<file path="src/hw/rtl/twp_pkg.sv">
package twp_pkg;

    // Default table depth
    localparam int TWP_DEPTH_DEF = 64;

    // Field and datapath widths
    localparam int TIME_W  = 32;
    localparam int RATIO_W = 16;
    localparam int WT_W    = 17;  // blend weight, b +/- 16384
    localparam int PROD_W  = 49;  // time * weight
    localparam int POS_W   = 50;  // blended position
    localparam int DIFF_W  = 51;  // difference of two positions
    localparam int TRI_W   = 53;  // divider partial remainder, below 3*den
    localparam int MAG_W   = 33;  // magnitude of a coordinate span
    localparam int SHIFT_W = 36;  // tail offset after the /32768
    localparam int QS_SH   = 15;  // query scaled by 32768

    // Weight offset: 0.5 in Q15
    localparam logic signed [WT_W-1:0] WT_HALF = 17'sd16384;

    typedef enum logic [1:0] {
        OP_INSERT = 2'd0,
        OP_REMOVE = 2'd1,
        OP_LOOKUP = 2'd2,
        OP_NONE   = 2'd3
    } op_t;

    typedef enum logic [3:0] {
        CMD_HOLD   = 4'b0001,
        CMD_INSERT = 4'b0010,
        CMD_DELETE = 4'b0100,
        CMD_ROTATE = 4'b1000
    } cell_cmd_t;

    typedef struct packed {
        cell_cmd_t                 cmd;
        logic signed [TIME_W-1:0]  src;
        logic signed [TIME_W-1:0]  dst;
    } cell_ctl_t;

endpackage

</file>
<file path="src/hw/rtl/twp_cell.sv">
module twp_cell #(
    parameter int IDX_W = 6,
    parameter int CNT_W = 7,
    parameter int IDX   = 0
) (
    input  logic                              clk,
    input  twp_pkg::cell_ctl_t                ctl,
    input  logic [CNT_W-1:0]                  count,
    input  logic [IDX_W-1:0]                  del_k,
    input  logic signed [twp_pkg::TIME_W-1:0] prev_src,
    input  logic signed [twp_pkg::TIME_W-1:0] prev_dst,
    input  logic                              prev_lt,
    input  logic signed [twp_pkg::TIME_W-1:0] next_src,
    input  logic signed [twp_pkg::TIME_W-1:0] next_dst,
    output logic signed [twp_pkg::TIME_W-1:0] src,
    output logic signed [twp_pkg::TIME_W-1:0] dst,
    output logic                              lt,
    output logic                              refuse
);
    import twp_pkg::*;

    localparam logic [CNT_W-1:0] IDX_CNT = CNT_W'(IDX);
    localparam logic [IDX_W-1:0] IDX_POS = IDX_W'(IDX);

    logic signed [TIME_W-1:0] src_reg, src_next;
    logic signed [TIME_W-1:0] dst_reg, dst_next;
    logic                     first;

    // Unused slots count as greater, so lt is monotone along the row
    assign lt     = (IDX_CNT >= count) || (ctl.src < src_reg);
    assign first  = lt && !prev_lt;
    assign refuse = first && (IDX_CNT < count) && !(ctl.dst < dst_reg);

    // Slot update per command
    always_comb
    begin
        src_next = src_reg;
        dst_next = dst_reg;
        case (ctl.cmd)
            CMD_INSERT:
            begin
                if (prev_lt)
                begin
                    src_next = prev_src;
                    dst_next = prev_dst;
                end
                else if (lt)
                begin
                    src_next = ctl.src;
                    dst_next = ctl.dst;
                end
            end
            CMD_DELETE:
            begin
                if (IDX_POS >= del_k)
                begin
                    src_next = next_src;
                    dst_next = next_dst;
                end
            end
            CMD_ROTATE:
            begin
                src_next = next_src;
                dst_next = next_dst;
            end
            default:
            begin
                src_next = src_reg;
                dst_next = dst_reg;
            end
        endcase
    end

    always_ff @(posedge clk)
    begin
        src_reg <= src_next;
        dst_reg <= dst_next;
    end

    assign src = src_reg;
    assign dst = dst_reg;

endmodule

</file>
<file path="config.mk">
export PLATFORM = sky130hd
export DESIGN_NAME = twp_cell
export DESIGN_NICKNAME = d
export VERILOG_FILES = /design/src/hw/rtl/twp_pkg.sv /design/src/hw/rtl/twp_cell.sv
export SDC_FILE = /design/constraint.sdc
export NUM_CORES = 1
export LEC_CHECK = 0
export ABC_AREA = 1
export BUFFER_PORTS_ARGS = -buffer_cell sky130_fd_sc_hd__buf_2
export CAP_MARGIN = 10
export CELL_PAD_IN_SITES_DETAIL_PLACEMENT = 0
export CELL_PAD_IN_SITES_GLOBAL_PLACEMENT = 2
export CORE_ASPECT_RATIO = 0.7
export CORE_MARGIN = 1.5
export CORE_UTILIZATION = 25
export CTS_CLUSTER_DIAMETER = 150
export CTS_CLUSTER_SIZE = 40
export DETAILED_ROUTE_END_ITERATION = 8
export PLACE_DENSITY = 0.95
export SYNTH_ARGS = -nofsm -noshare
export SYNTH_HDL_FRONTEND = slang
export SYNTH_SLANG_ARGS = --single-unit
</file>
<file path="constraint.sdc">
create_clock -name clk -period 8.3 [get_ports clk]
set_input_delay 0.415 -clock clk [delete_from_list [all_inputs] [get_ports clk]]
set_output_delay 0.415 -clock clk [all_outputs]
set_load 0.02 [all_outputs]
</file>
Word-level counts from Yosys, hierarchy flattened:

Cells that the tools add are included.

* multipliers: 0
* order comparisons: 5
* divide/modulo/power cells: 0
* bitwise logic cells: 0
* reduce and logical (&&, ||, !) cells: 8
* equality and inequality tests: 5
* shifts and indexed selects: 0
* mux-type cells: 8
* add/subtract/negate cells: 0

Operators with widths (number)
* 32-bit two-way mux: 6
* 32-bit one-hot mux with 3 select lines: 2
* 32-bit less-than comparator: 2
* 1-bit by 7-bit greater-or-equal comparator with 1-bit output (first input constant): 1
* 1-bit by 7-bit less-than comparator with 1-bit output (first input constant): 1
* 1-bit by 6-bit greater-or-equal comparator with 1-bit output (first input constant): 1
* 4-bit by 2-bit == test with 1-bit output (second input constant): 1
* 4-bit by 3-bit == test with 1-bit output (second input constant): 1
* 4-bit == test (second input constant): 1
* 1-bit logical AND: 3
* 3-bit inequality test (second input constant): 1
* 3-bit AND reduction: 1
* 3-bit nonzero test: 1
* 1-bit logical NOT: 2
* 2-bit inequality test (second input constant): 1
* 1-bit logical OR: 1

* register bits after elaboration: 64
* memories kept: 0
* bits in latches: 0
* memory bits (writable): 0
* output and inout bits: 66
* bits in read-only memories: 0

Depth between registers and ports, before layout:

* depth after elaboration: 5
* gate-level depth with buffers: 16
* gate-level depth less buffers: 16

Worst setup path after synthesis:

No wires, ideal clock.

* kind: register -> register
* start point: register src_reg[21], in the netlist src[21]
* end point: register dst_reg[0], in the netlist dst[0], enable pin
* stages on the path, launching flop included: 12
* setup slack: 5.136 ns
* arrival: 2.746 ns
* clock period less this slack: 3.164 ns
* required time: 7.882 ns
* buffers on the path: 0
* cell sequence: edfxtp_1 > inv_1 > ha_1 > a21oi_1 > nor2_1 > nor2_1 > nand3_1 > a21oi_2 > nand3_1 > nand3_1 > nand2_1 > inv_1

* cells in the longest elaborated chain, start to end: 4

RTL lines
* start, declared: RTL line twp_cell.sv:25 `logic signed [TIME_W-1:0] src_reg, src_next;`
* start signal, assigned: RTL line twp_cell.sv:76 `src_reg <= src_next;`
* 32-bit less-than comparator: RTL line twp_cell.sv:30 `assign lt = (IDX_CNT >= count) || (ctl.src < src_reg);`
* 1-bit logical OR: RTL line twp_cell.sv:30
* 3-bit inequality test (no source line)
* 3-bit AND reduction (no source line)
* end signal, assigned: RTL line twp_cell.sv:77 `dst_reg <= dst_next;`
* end, declared: RTL line twp_cell.sv:26 `logic signed [TIME_W-1:0] dst_reg, dst_next;`

Every way passes these cells.
A chain may end at the register's enable or synchronous reset.

Worst setup path in the final report:

* start point: register src_reg[21], in the netlist src[21]
* end point: register dst_reg[15], in the netlist dst[15], enable pin

The elaborated chain is that of the path after synthesis.

==> results.yml <==
grt:
  grt_pass1_vias: 5075
  grt_pass1_wl_um: 25390
  overflow: 0
  grt.total_usage_pct: 15.97
  antenna_found_initial: 2
  grt_max_degree: 93
clocking:
  cts_buffers: 9
  cts_hold_buf: 0
  clk_latency_ns: 0.34
  post_cts_buffers: 0
  clock-root-buffer: "clkbuf_16"
  post_cts_resized: 0
  cts.path.max_buffers: 2
  cts_sinks: 64
  clkTransAtPathRegs_ns: 0.06
  cts_tree: "yes"
  h-tree-depth: 3
logic_synthesis:
  synth_seq_cells: 64
  synthCells: 642
  yosysTopAreaCell: "edfxtp_1"
  synth_top_area_share_pct: 38.83
  netlist_top_cells_area: "edfxtp_1 (39%), ha_1 (16%), nand2_1 (15%)"
  synth_cell_type_count: 28
  syn_area_mm2: 0.004950
  yosys_warnings: 0
  seq_area_frac_synth_pct: 38.83
  post_synth.cell_area_avg_um2: 7.710
  synth_fp_nets: 915
place:
  dp_hpwl_um: 12620
  portBuffers: 276
  routabilityCongestion: 0.7558
  dpl_cell_area_mm2: 0.006585
critical_path:
  critPathTopFamily: "buffers and inverters"
  cp_cell_sequence: "inv_1, ha_1, a21oi_1, nor2_1, nor2_1, nand3_1, a21oi_2, nand3_1, nand3_1, nand2_1, inv_2, buf_4"
  cp_num_buf_inv: 3
  crit_slowest_cell: "buf_4"
  worst_path_largest_cell_delay_ns: 0.69
  worstPathArrival_ns: 2.67
  crit_fanout: 64
  cp_common_cell: "nand3_1"
  crit_type: "reg2reg"
  critPathCaptureType: "register"
  required_ns: 8.26
  worstSetupStartpointType: "register"
timing:
  timing.slew.headroom_pct: 38.85
  tns_ns: 0
  fmax_ghz: 0.3692
  hold_viol: 0
  fin_crit_sh_pct: 32.63
  slew_viol_final: 0
  fin_crit_ns: 2.708
  clock_skew_ns: 0.005263
  rsz0062_at_grt: "no"
  worst_pin_slew_ns: 0.9173
  finalSetupViolations: 0
finish:
  final_cell_mix: "buf_2 (276), nand2_1 (192), nor2_1 (86)"
  final_common_cell: "buf_2"
  area_delta_synth_final_pct: 38.83
  design_area_mm2: 0.006872
  drive_gt1_share_pct: 33.26
  layout.nets: 1179
pwr:
  p_leak_nw: 3.595
  peakVddDrop_uv: 65.00
  internal-power_mw: 0.7171
  swShare_pct: 29.09
  pwr-share-seq_pct: 38.9
  power_frac_clock_pct: 36.8
  combPwrFrac_pct: 24.3
  switchingPower_mw: 0.2941
  p_per_area_mw_per_mm2: 147.2
die:
  die_y_um: 120.7
  std_cell_rows: 42
  die_area_mm2: 0.02067
  start_util_pct: 25.88
  core_mm2: 0.01913
  die_w_um: 171.2
  io_pins: 277
run_status:
  run_status: "finished clean"
routing:
  firstDrtPassIters: 4
  drc: 0
  drt-initial-drc-count: 255
  vias: 5142
  routed_via_density: 4.369
  antenna_left: 0
  route.detailed.wl_per_inst_um: 13.86
  wirelength_um: 16310
flow_run:
  cap_violations: 0
min_path:
  hold_path_class: "in2reg"
worst paths after layout:
kind | from | to | depth (start not counted) | slack (ns)
setup / recovery | src[21]$_DFFE_PP_ | dst[15]$_DFFE_PP_ | 12 | 5.59
hold / removal | next_dst[12] | dst[12]$_DFFE_PP_ | 3 | 0.43
setup reg to reg | src[21]$_DFFE_PP_ | dst[15]$_DFFE_PP_ | 12 | 5.59
hold reg to reg | src[31]$_DFFE_PP_ | src[15]$_DFFE_PP_ | 8 | 1.58
logic make-up after synthesis:
family,Yosys count,synth area share (%)
adders and majority gates,62,15.67
and+or+nand+nor,300,24.12
buffers and inverters,110,8.696
DFF,64,38.83
AOI/OAI and AO/OA,106,12.69
layer usage:
layer,up-vias,track usage (%),part of all wire [%]
li1,2683,-,-
met1,2265,20.39,49
met2,182,25.89,42
met3,12,4.975,7.6
met4,0,4.496,1.7
met5,-,0,0
worst register-to-register path, stage by stage (launching register included):
cell      delay (ns)
edfxtp_1        0.35
inv_1           0.05
ha_1            0.30
a21oi_1         0.16
nor2_1          0.05
nor2_1          0.10
nand3_1         0.12
a21oi_2         0.17
nand3_1         0.12
nand3_1         0.09
nand2_1         0.06
inv_2           0.04
buf_4           0.69
power groups by stage:
stage               combinational, mW  clock (mW)  sequential [mW]
finish                          0.246       0.372            0.393
global route                    0.283       0.399            0.395
CTS                             0.250       0.385            0.393
detailed placement              0.248           0            0.400
global placement                0.248           0            0.399
floorplan                       0.119           0            0.421
layout make-up:
type	instances	area, um^2
fill	2108	12260
inverter	83	311.5
timing repair buffer	280	1411
multi-input combinational	468	2610
tap	264	330.3
clock buffer	12	236.5
clock inverter	4	45.04
sequential	64	1922
antenna	2	5.005
per-stage QoR:
| step | total power, mW | hold slack [ns] | instances | worst slack, ns | utilization [%] |
|---|---|---|---|---|---|
| 3_5_place_dp | 0.6481 | 0.7702 | 1159 | 5.427 | 34.43 |
| 3_3_place_gp | 0.6464 | 0.7660 | 1159 | 5.471 | 34.43 |
| 6_report | 1.011 | 0.4333 | 1177 | 5.592 | 35.92 |
| 4_1_cts | 1.028 | 0.4133 | 1175 | 5.556 | 35.90 |
| 2_1_floorplan | 0.5399 | 0.6688 | 642 | 5.136 | - |
| 5_1_grt | 1.077 | 0.4306 | 1177 | 5.336 | 35.92 |
synth_stat cells (all sizes together):
master / n
nor3: 4
nor4: 4
buf: 14
clkbuf: 13
o21ai: 9
inv: 83
nand2: 192
o211ai: 1
nor2: 87
a21oi: 29
o21a: 1
a31oi: 64
or2: 1
o21bai: 1
ha: 62
and2: 1
a21o: 1
nand3b: 2
edfxtp: 64
nand3: 6
nand4: 3
No activity file was read; power rests on OpenSTA's default activity.
