==> src/hw/rtl/twp_pkg.sv <==
package twp_pkg;

    // Default table depth
    localparam int TWP_DEPTH_DEF = 64;

    // Field and datapath widths
    localparam int TIME_W  = 32;
    localparam int RATIO_W = 16;
    localparam int WT_W    = 17;  // blend weight, b +/- 16384
    localparam int PROD_W  = 49;  // time * weight
    localparam int POS_W   = 50;  // blended position
    localparam int DIFF_W  = 51;  // difference of two positions
    localparam int TRI_W   = 53;  // divider partial remainder, below 3*den
    localparam int MAG_W   = 33;  // magnitude of a coordinate span
    localparam int SHIFT_W = 36;  // tail offset after the /32768
    localparam int QS_SH   = 15;  // query scaled by 32768

    // Weight offset: 0.5 in Q15
    localparam logic signed [WT_W-1:0] WT_HALF = 17'sd16384;

    typedef enum logic [1:0] {
        OP_INSERT = 2'd0,
        OP_REMOVE = 2'd1,
        OP_LOOKUP = 2'd2,
        OP_NONE   = 2'd3
    } op_t;

    typedef enum logic [3:0] {
        CMD_HOLD   = 4'b0001,
        CMD_INSERT = 4'b0010,
        CMD_DELETE = 4'b0100,
        CMD_ROTATE = 4'b1000
    } cell_cmd_t;

    typedef struct packed {
        cell_cmd_t                 cmd;
        logic signed [TIME_W-1:0]  src;
        logic signed [TIME_W-1:0]  dst;
    } cell_ctl_t;

endpackage

==> src/hw/rtl/twp_div.sv <==
module twp_div (
    input  logic                         clk,
    input  logic                         rst_n,
    input  logic                         start,
    input  logic [twp_pkg::MAG_W-1:0]    mag,
    input  logic [twp_pkg::DIFF_W-1:0]   num,
    input  logic [twp_pkg::DIFF_W-1:0]   den,
    output logic                         busy,
    output logic [twp_pkg::MAG_W-1:0]    quot
);
    import twp_pkg::*;

    localparam int STEP_W = $clog2(MAG_W);

    logic              busy_reg, busy_next;
    logic [STEP_W-1:0] step_reg, step_next;
    logic [MAG_W-1:0]  mag_reg;
    logic [DIFF_W-1:0] num_reg;
    logic [DIFF_W-1:0] den_reg;
    logic [DIFF_W-1:0] rem_reg;
    logic [MAG_W-1:0]  quot_reg;
    logic [TRI_W-1:0]  t;
    logic [TRI_W-1:0]  d1;
    logic [TRI_W-1:0]  d2;
    logic [DIFF_W-1:0] rem_step;
    logic [MAG_W-1:0]  quot_step;

    // floor(mag*num/den), one bit of mag per cycle; num <= den keeps t < 3*den
    assign t  = TRI_W'({rem_reg, 1'b0}) + (mag_reg[MAG_W-1] ? TRI_W'(num_reg) : '0);
    assign d1 = TRI_W'(den_reg);
    assign d2 = TRI_W'({den_reg, 1'b0});

    always_comb
    begin
        if (t >= d2)
        begin
            rem_step  = DIFF_W'(t - d2);
            quot_step = MAG_W'({quot_reg, 1'b0} + 2'd2);
        end
        else if (t >= d1)
        begin
            rem_step  = DIFF_W'(t - d1);
            quot_step = MAG_W'({quot_reg, 1'b0} + 2'd1);
        end
        else
        begin
            rem_step  = DIFF_W'(t);
            quot_step = MAG_W'({quot_reg, 1'b0});
        end
    end

    // Step control
    always_comb
    begin
        busy_next = busy_reg;
        step_next = step_reg;
        if (start)
        begin
            busy_next = 1'b1;
            step_next = STEP_W'(MAG_W - 1);
        end
        else if (busy_reg)
        begin
            step_next = step_reg - 1'b1;
            if (step_reg == '0)
            begin
                busy_next = 1'b0;
            end
        end
    end

    always_ff @(posedge clk or negedge rst_n)
    begin
        if (!rst_n)
        begin
            busy_reg <= 1'b0;
            step_reg <= '0;
        end
        else
        begin
            busy_reg <= busy_next;
            step_reg <= step_next;
        end
    end

    always_ff @(posedge clk)
    begin
        if (start)
        begin
            mag_reg  <= mag;
            num_reg  <= num;
            den_reg  <= den;
            rem_reg  <= '0;
            quot_reg <= '0;
        end
        else if (busy_reg)
        begin
            mag_reg  <= {mag_reg[MAG_W-2:0], 1'b0};
            rem_reg  <= rem_step;
            quot_reg <= quot_step;
        end
    end

    assign busy = busy_reg;
    assign quot = quot_reg;

endmodule

==> config.mk <==
export PLATFORM = sky130hd
export DESIGN_NAME = twp_div
export DESIGN_NICKNAME = d
export VERILOG_FILES = /design/src/hw/rtl/twp_pkg.sv /design/src/hw/rtl/twp_div.sv
export SDC_FILE = /design/constraint.sdc
export NUM_CORES = 1
export LEC_CHECK = 0
export ABC_AREA = 1
export BUFFER_PORTS_ARGS = -buffer_cell sky130_fd_sc_hd__buf_2
export CAP_MARGIN = 40
export CELL_PAD_IN_SITES_DETAIL_PLACEMENT = 1
export CELL_PAD_IN_SITES_GLOBAL_PLACEMENT = 2
export CORE_MARGIN = 2
export CORE_UTILIZATION = 34
export CTS_CLUSTER_DIAMETER = 200
export DETAILED_ROUTE_END_ITERATION = 10
export PLACE_DENSITY_LB_ADDON = 0.1
export SKIP_LAST_GASP = 1
export SLEW_MARGIN = 0
export SYNTH_ARGS = -nofsm -noshare
export SYNTH_HDL_FRONTEND = slang
export SYNTH_SLANG_ARGS = --single-unit
export TNS_END_PERCENT = 5
==> constraint.sdc <==
create_clock -name clk -period 5.8 [get_ports clk]
set_input_delay 1.16 -clock clk [delete_from_list [all_inputs] [get_ports clk]]
set_output_delay 1.16 -clock clk [all_outputs]
set_load 0.005 [all_outputs]
==> Yosys cells after proc, flatten, opt, wreduce, memory -nomap -nowiden <==
Index checks and enable logic that the tools add are counted.
W data, S select, Z words.
{ "op_classes": {"add_sub_neg": 6, "multipliers": 0, "n_div": 0, "n_lt_le_gt_ge": 2, "n_eq_ne": 0, "shift": 0, "n_mux": 12, "n_bitwise": 0, "reduce_logical": 2} }
{ "op_table": {"columns": ["operator", "count"], "rows": [
  ["$mux W51", 3],
  ["$mux W33", 4],
  ["$sub A51 B51 Y51", 2],
  ["$add A52 B51 Y53", 1],
  ["$ge A53 B51 Y1", 1],
  ["$ge A53 B52 Y1", 1],
  ["$add A33 B1 Y33 const B", 1],
  ["$add A33 B2 Y33 const B", 1],
  ["$mux W6", 2],
  ["$logic_not A6 Y1", 1],
  ["$sub A6 B1 Y6 const B", 1],
  ["$mux W1", 3],
  ["$reduce_bool A2 Y1", 1]
]} }
{ "totals": {"reg_bits": 226, "latch_bits": 0, "mem_bits_rw": 0, "rom_bits": 0, "output_inout_bits": 34, "elab_cells": 29, "mem_count": 0} }

==> Logic depth before layout (Yosys ltp) <==
{ "depth": {"word_depth": 5, "ltp_mapped": 37, "mapped_depth_nobuf": 34} }

==> Least setup slack after synthesis <==
OpenSTA, ideal clock, no wires.
{ "synth_timing": {"path_kind": "register to register", "from": "reg mag_reg[32]", "to": "reg rem_reg[50]", "setup_time_ps": 117, "arrival_ps": 4255, "required_time_ps": 5683, "path_slack_ps": 1428, "stages_incl_launch_ff": 35, "n_path_buf": 3, "synth_period_minus_slack_ps": 4372, "path_cell_list": "edfxtp_1 > clkbuf_1 > clkbuf_1 > nand2_1 > inv_1 > ha_1 > inv_1 > fa_1 > inv_1 > a21oi_1 > o21ai_1 > nand2_1 > nand2_1 > nand2_1 > nand2_1 > xor2_1 > inv_1 > ha_1 > nand2_1 > nor2_1 > inv_1 > nor2_1 > nand2_1 > nor2_1 > nand2_1 > nand2_1 > nor2_1 > clkinv_1 > a21oi_4 > nand3_4 > buf_6 > nand3_1 > nand3_1 > nor2_1 > nor2_1"} }
{ "synth_between": {"elab_chain_len": 5, "word_cells_on_any_way": 8, "cone_classes": "add/sub: 3; order compare: 2; mux: 3"} }
{ "synth_lines": {"columns": ["item", "line", "source"], "rows": [
  ["from (decl)", "twp_div.sv:17", "logic [MAG_W-1:0] mag_reg;"],
  ["from (signal assigned)", "twp_div.sv:90", "mag_reg <= mag;"],
  ["from (signal assigned)", "twp_div.sv:98", "mag_reg <= {mag_reg[MAG_W-2:0], 1'b0};"],
  ["$mux W51 (*)", "twp_div.sv:29", "assign t = TRI_W'({rem_reg, 1'b0}) + (mag_reg[MAG_W-1] ? TRI_W'(num_reg) : '0);"],
  ["$add A52 B51 Y53 (*)", "twp_div.sv:29", null],
  ["$sub A51 B51 Y51 / $ge A53 B51 Y1 (equally long branches)", "twp_div.sv:42, twp_div.sv:40", null],
  ["$mux W51", "twp_div.sv:40", "else if (t >= d1)"],
  ["$mux W51 (*)", "twp_div.sv:35", "if (t >= d2)"],
  ["to (signal assigned)", "twp_div.sv:99", "rem_reg <= rem_step;"],
  ["to (decl)", "twp_div.sv:20", "logic [DIFF_W-1:0] rem_reg;"]
]} }
Every way passes the cells marked *; elsewhere a longest branch is shown, timed or not.
A chain may end at the register's enable or synchronous reset.

==> Worst setup path in the final report <==
{ "layout_timing": {"from": "reg mag_reg[32]", "to": "reg rem_reg[11]"} }
Same word-level chain as after synthesis.

==> results.tsv <==
metric	value	unit
initial antenna violation count	0	
Detailed Place HPWL	87100	um
num rows	93	
net switching power	8.71	mW
critical path type	reg -> reg	
crit-path max FO	31	
Port Buffers	171	
actual slew at the worst max-slew pin	833	ps
CP endpoint kind	register	
GR Overflow Total	0	
max-cap violations	0	
DRC	0	
clk sinks	226	
Root Buffer	clkbuf_16	
area leader, netlist	edfxtp_1	
hold buffers post-CTS	0	
CTS tree	built	
RePlAce Congestion	1.03	
worst endpoint required time	6290	ps
Gate Count Post-Synth	3464	
crit share post-route	96.7	%
Slew Viols, Final	0	
die footprint	66600	um2
Peak VDD IR	0.293	mV
Seq cells post-synth	226	
initial drt markers	1684	
Cell Pwr Density	605	nW/um2
width of the die	258	um
register area share after synthesis	27.0	%
Internal Power	7.07	mW
skew final	40.1	ps
EDFF count, synth	135	
gr usage total	30.0	%
top cells by area, synth	edfxtp_1, nand2_1, inv_1, ha_1, dfxtp_1	
Synth warnings	0	
Main synth FF type	edfxtp_1	
DR WL/cell	21.8	um
I/O pin count	172	
Clock Path Buffers	3	
global-route wire length before repair	151000	um
Yosys cell types	53	
CTS Buf Count	31	
P_leak	13.3	nW
Vias	23889	
vias per cell	5.13	
Reg clk slew, reported paths	60	ps
# diodes	0	
slew margin rel.	43.9	%
Final Setup Violations	0	
ys async rst share	3.10	%
Sw Share	55.2	%
Die Y	258	um
P&R area growth vs syn	18.9	%
total power	15.8	mW
WL final	102000	um
htree depth	1	
Tmin final	5610	ps
Synth Area per Inst	6.33	um2
Worst setup SP type	register	
post-route ant nets	0	
Post-DP Area	25000	um2
# fillers	8524	
run status	complete, no violations	
first-pass iteration count of the detailed router	7	
sequential share of power	14.5	%
Worst Hold Class	in -> async	
hold slack	348	ps
layout net count	4076	
worst skew pair latency	640	ps
CP arrival	6100	ps
clock network power share	13.0	%
layout cell share with drive strength beyond 1	12.6	%
top cells by instance count after synthesis	nand2_1, inv_1, nor2_1, a21oi_1, nand3_1	
Core Region	64100	um2
Final Hold Viols	0	
most numerous cell in the Yosys netlist	nand2_1	
vias in the first global route	24905	
combinational power share	72.6	%
Mapped Nets	3760	
Netlist Area Pre-Place	21900	um2
RSZ-0062 raised after global routing	true	
Yosys top cell area share	18.5	%
Max Fclk	178	MHz
pin count of the biggest net entering global routing	78	
effective utilization at floorplan	34.2	%
final instance area	26100	um2
## cell usage in the layout, fill, tap and decap left out, types with 11 or more instances in the layout
cell type,n
nand4_1,37
buf_4,167
xnor2_1,24
o21ai_1,19
nor2_2,12
a21o_1,14
dfxtp_1,84
clkbuf_16,32
nor2_1,355
nand3_1,189
ha_1,154
nand2_1,969
o21bai_1,42
inv_1,590
nor3_1,39
buf_2,170
xor2_1,99
a31oi_1,17
or2_2,19
nand2_2,11
nor4_1,14
edfxtp_1,135
inv_2,12
o21ai_0,177
a21oi_1,296
## critical path, stage by stage (launching register included)
cell and delay [ps]:
edfxtp_1 470, buf_12 210, buf_4 220, nand2_1 80
inv_1 40, ha_1 340, nand2_1 120, nor2_2 220
inv_1 110, nor3_1 300, nand2_1 80, o211ai_1 400
xor2_1 280, inv_1 190, ha_1 380, nand2_1 110
inv_1 60, a21oi_1 300, a21oi_1 130, nor2_1 130
nand3_2 130, nand2_1 90, nand2_2 70, nand2_2 80
nand3_4 220, buf_4 300, a31oi_1 260, a21oi_1 110
## per-layer routing
metal / track usage [%] / vias up / share of wire (%)
met5: 0 / - / 0
met4: 10.5 / 0 / 3.8
met3: 2.70 / 144 / 3.9
met2: 53.0 / 547 / 48
met1: 38.1 / 11424 / 44
li1: - / 11774 / -
## layout make-up
type / instances / area, um2 / area share [%]
multi-input cells: 2569 / 13400 / 51.5
flip-flops and latches: 226 / 5910 / 22.7
repair buffers: 348 / 2320 / 8.91
inverters: 604 / 2270 / 8.69
well taps: 855 / 1070 / 4.10
clock buffers: 39 / 847 / 3.25
clock inverters: 19 / 223 / 0.854
## cells by family (layout without fill, tap and decap cells)
group | after synthesis | after routing | synth area share, %
flip-flops | 226 | 226 | 27.0
XOR/XNOR | 123 | 123 | 4.91
buffers and inverters | 669 | 1010 | 11.9
adder cells (fa/ha/maj) | 158 | 158 | 9.12
AND/OR/NAND/NOR | 1684 | 1684 | 32.0
AO/OA/AOI/OAI | 604 | 604 | 15.1
## power groups by stage
| stage | registers, mW | clock network, mW | logic, mW |
|---|---|---|---|
| floorplan | 2.17 | 0 | 6.62 |
| global placement | 2.32 | 0 | 11.2 |
| detailed placement | 2.32 | 0 | 11.3 |
| CTS | 2.29 | 2.10 | 11.3 |
| global route | 2.31 | 2.16 | 12.4 |
| finish | 2.28 | 2.05 | 11.5 |
## per-stage QoR
stage	instances	setup WS, ps	TNS [ps]	util (%)
floorplan	3464	1430	0	-
global placement	4599	150	0	38.9
detailed placement	4601	205	0	39.0
CTS	4659	163	0	40.6
global route	4660	-48.3	-141	40.7
finish	4660	194	0	40.7
## path summary, 6_finish.rpt
path                                            endpoint  slack, ps                    start  cells after the start
worst min register to register   rem_reg[0]$_SDFFE_PP0P_        470  rem_reg[0]$_SDFFE_PP0P_                      2
worst max-delay path            rem_reg[11]$_SDFFE_PP0P_        190    mag_reg[32]$_DFFE_PP_                     27
worst min-delay path             step_reg[0]$_DFFE_PN0P_        350                    rst_n                      1
worst max register to register  rem_reg[11]$_SDFFE_PP0P_        190    mag_reg[32]$_DFFE_PP_                     27
max in group asynchronous                 busy$_DFF_PN0_       5260                    rst_n                      1
min in group clk                 rem_reg[0]$_SDFFE_PP0P_        470  rem_reg[0]$_SDFFE_PP0P_                      2
## timing repair
| item | CTS | global route |
|---|---|---|
| hold endpoints to repair | 0 | 0 |
| endpoints found under the setup margin | 0 | 71 |
| buffers inserted | 0 | 1 |
| gates resized for setup | 0 | 7 |
Note: power is estimated with default switching activity, not from simulation.
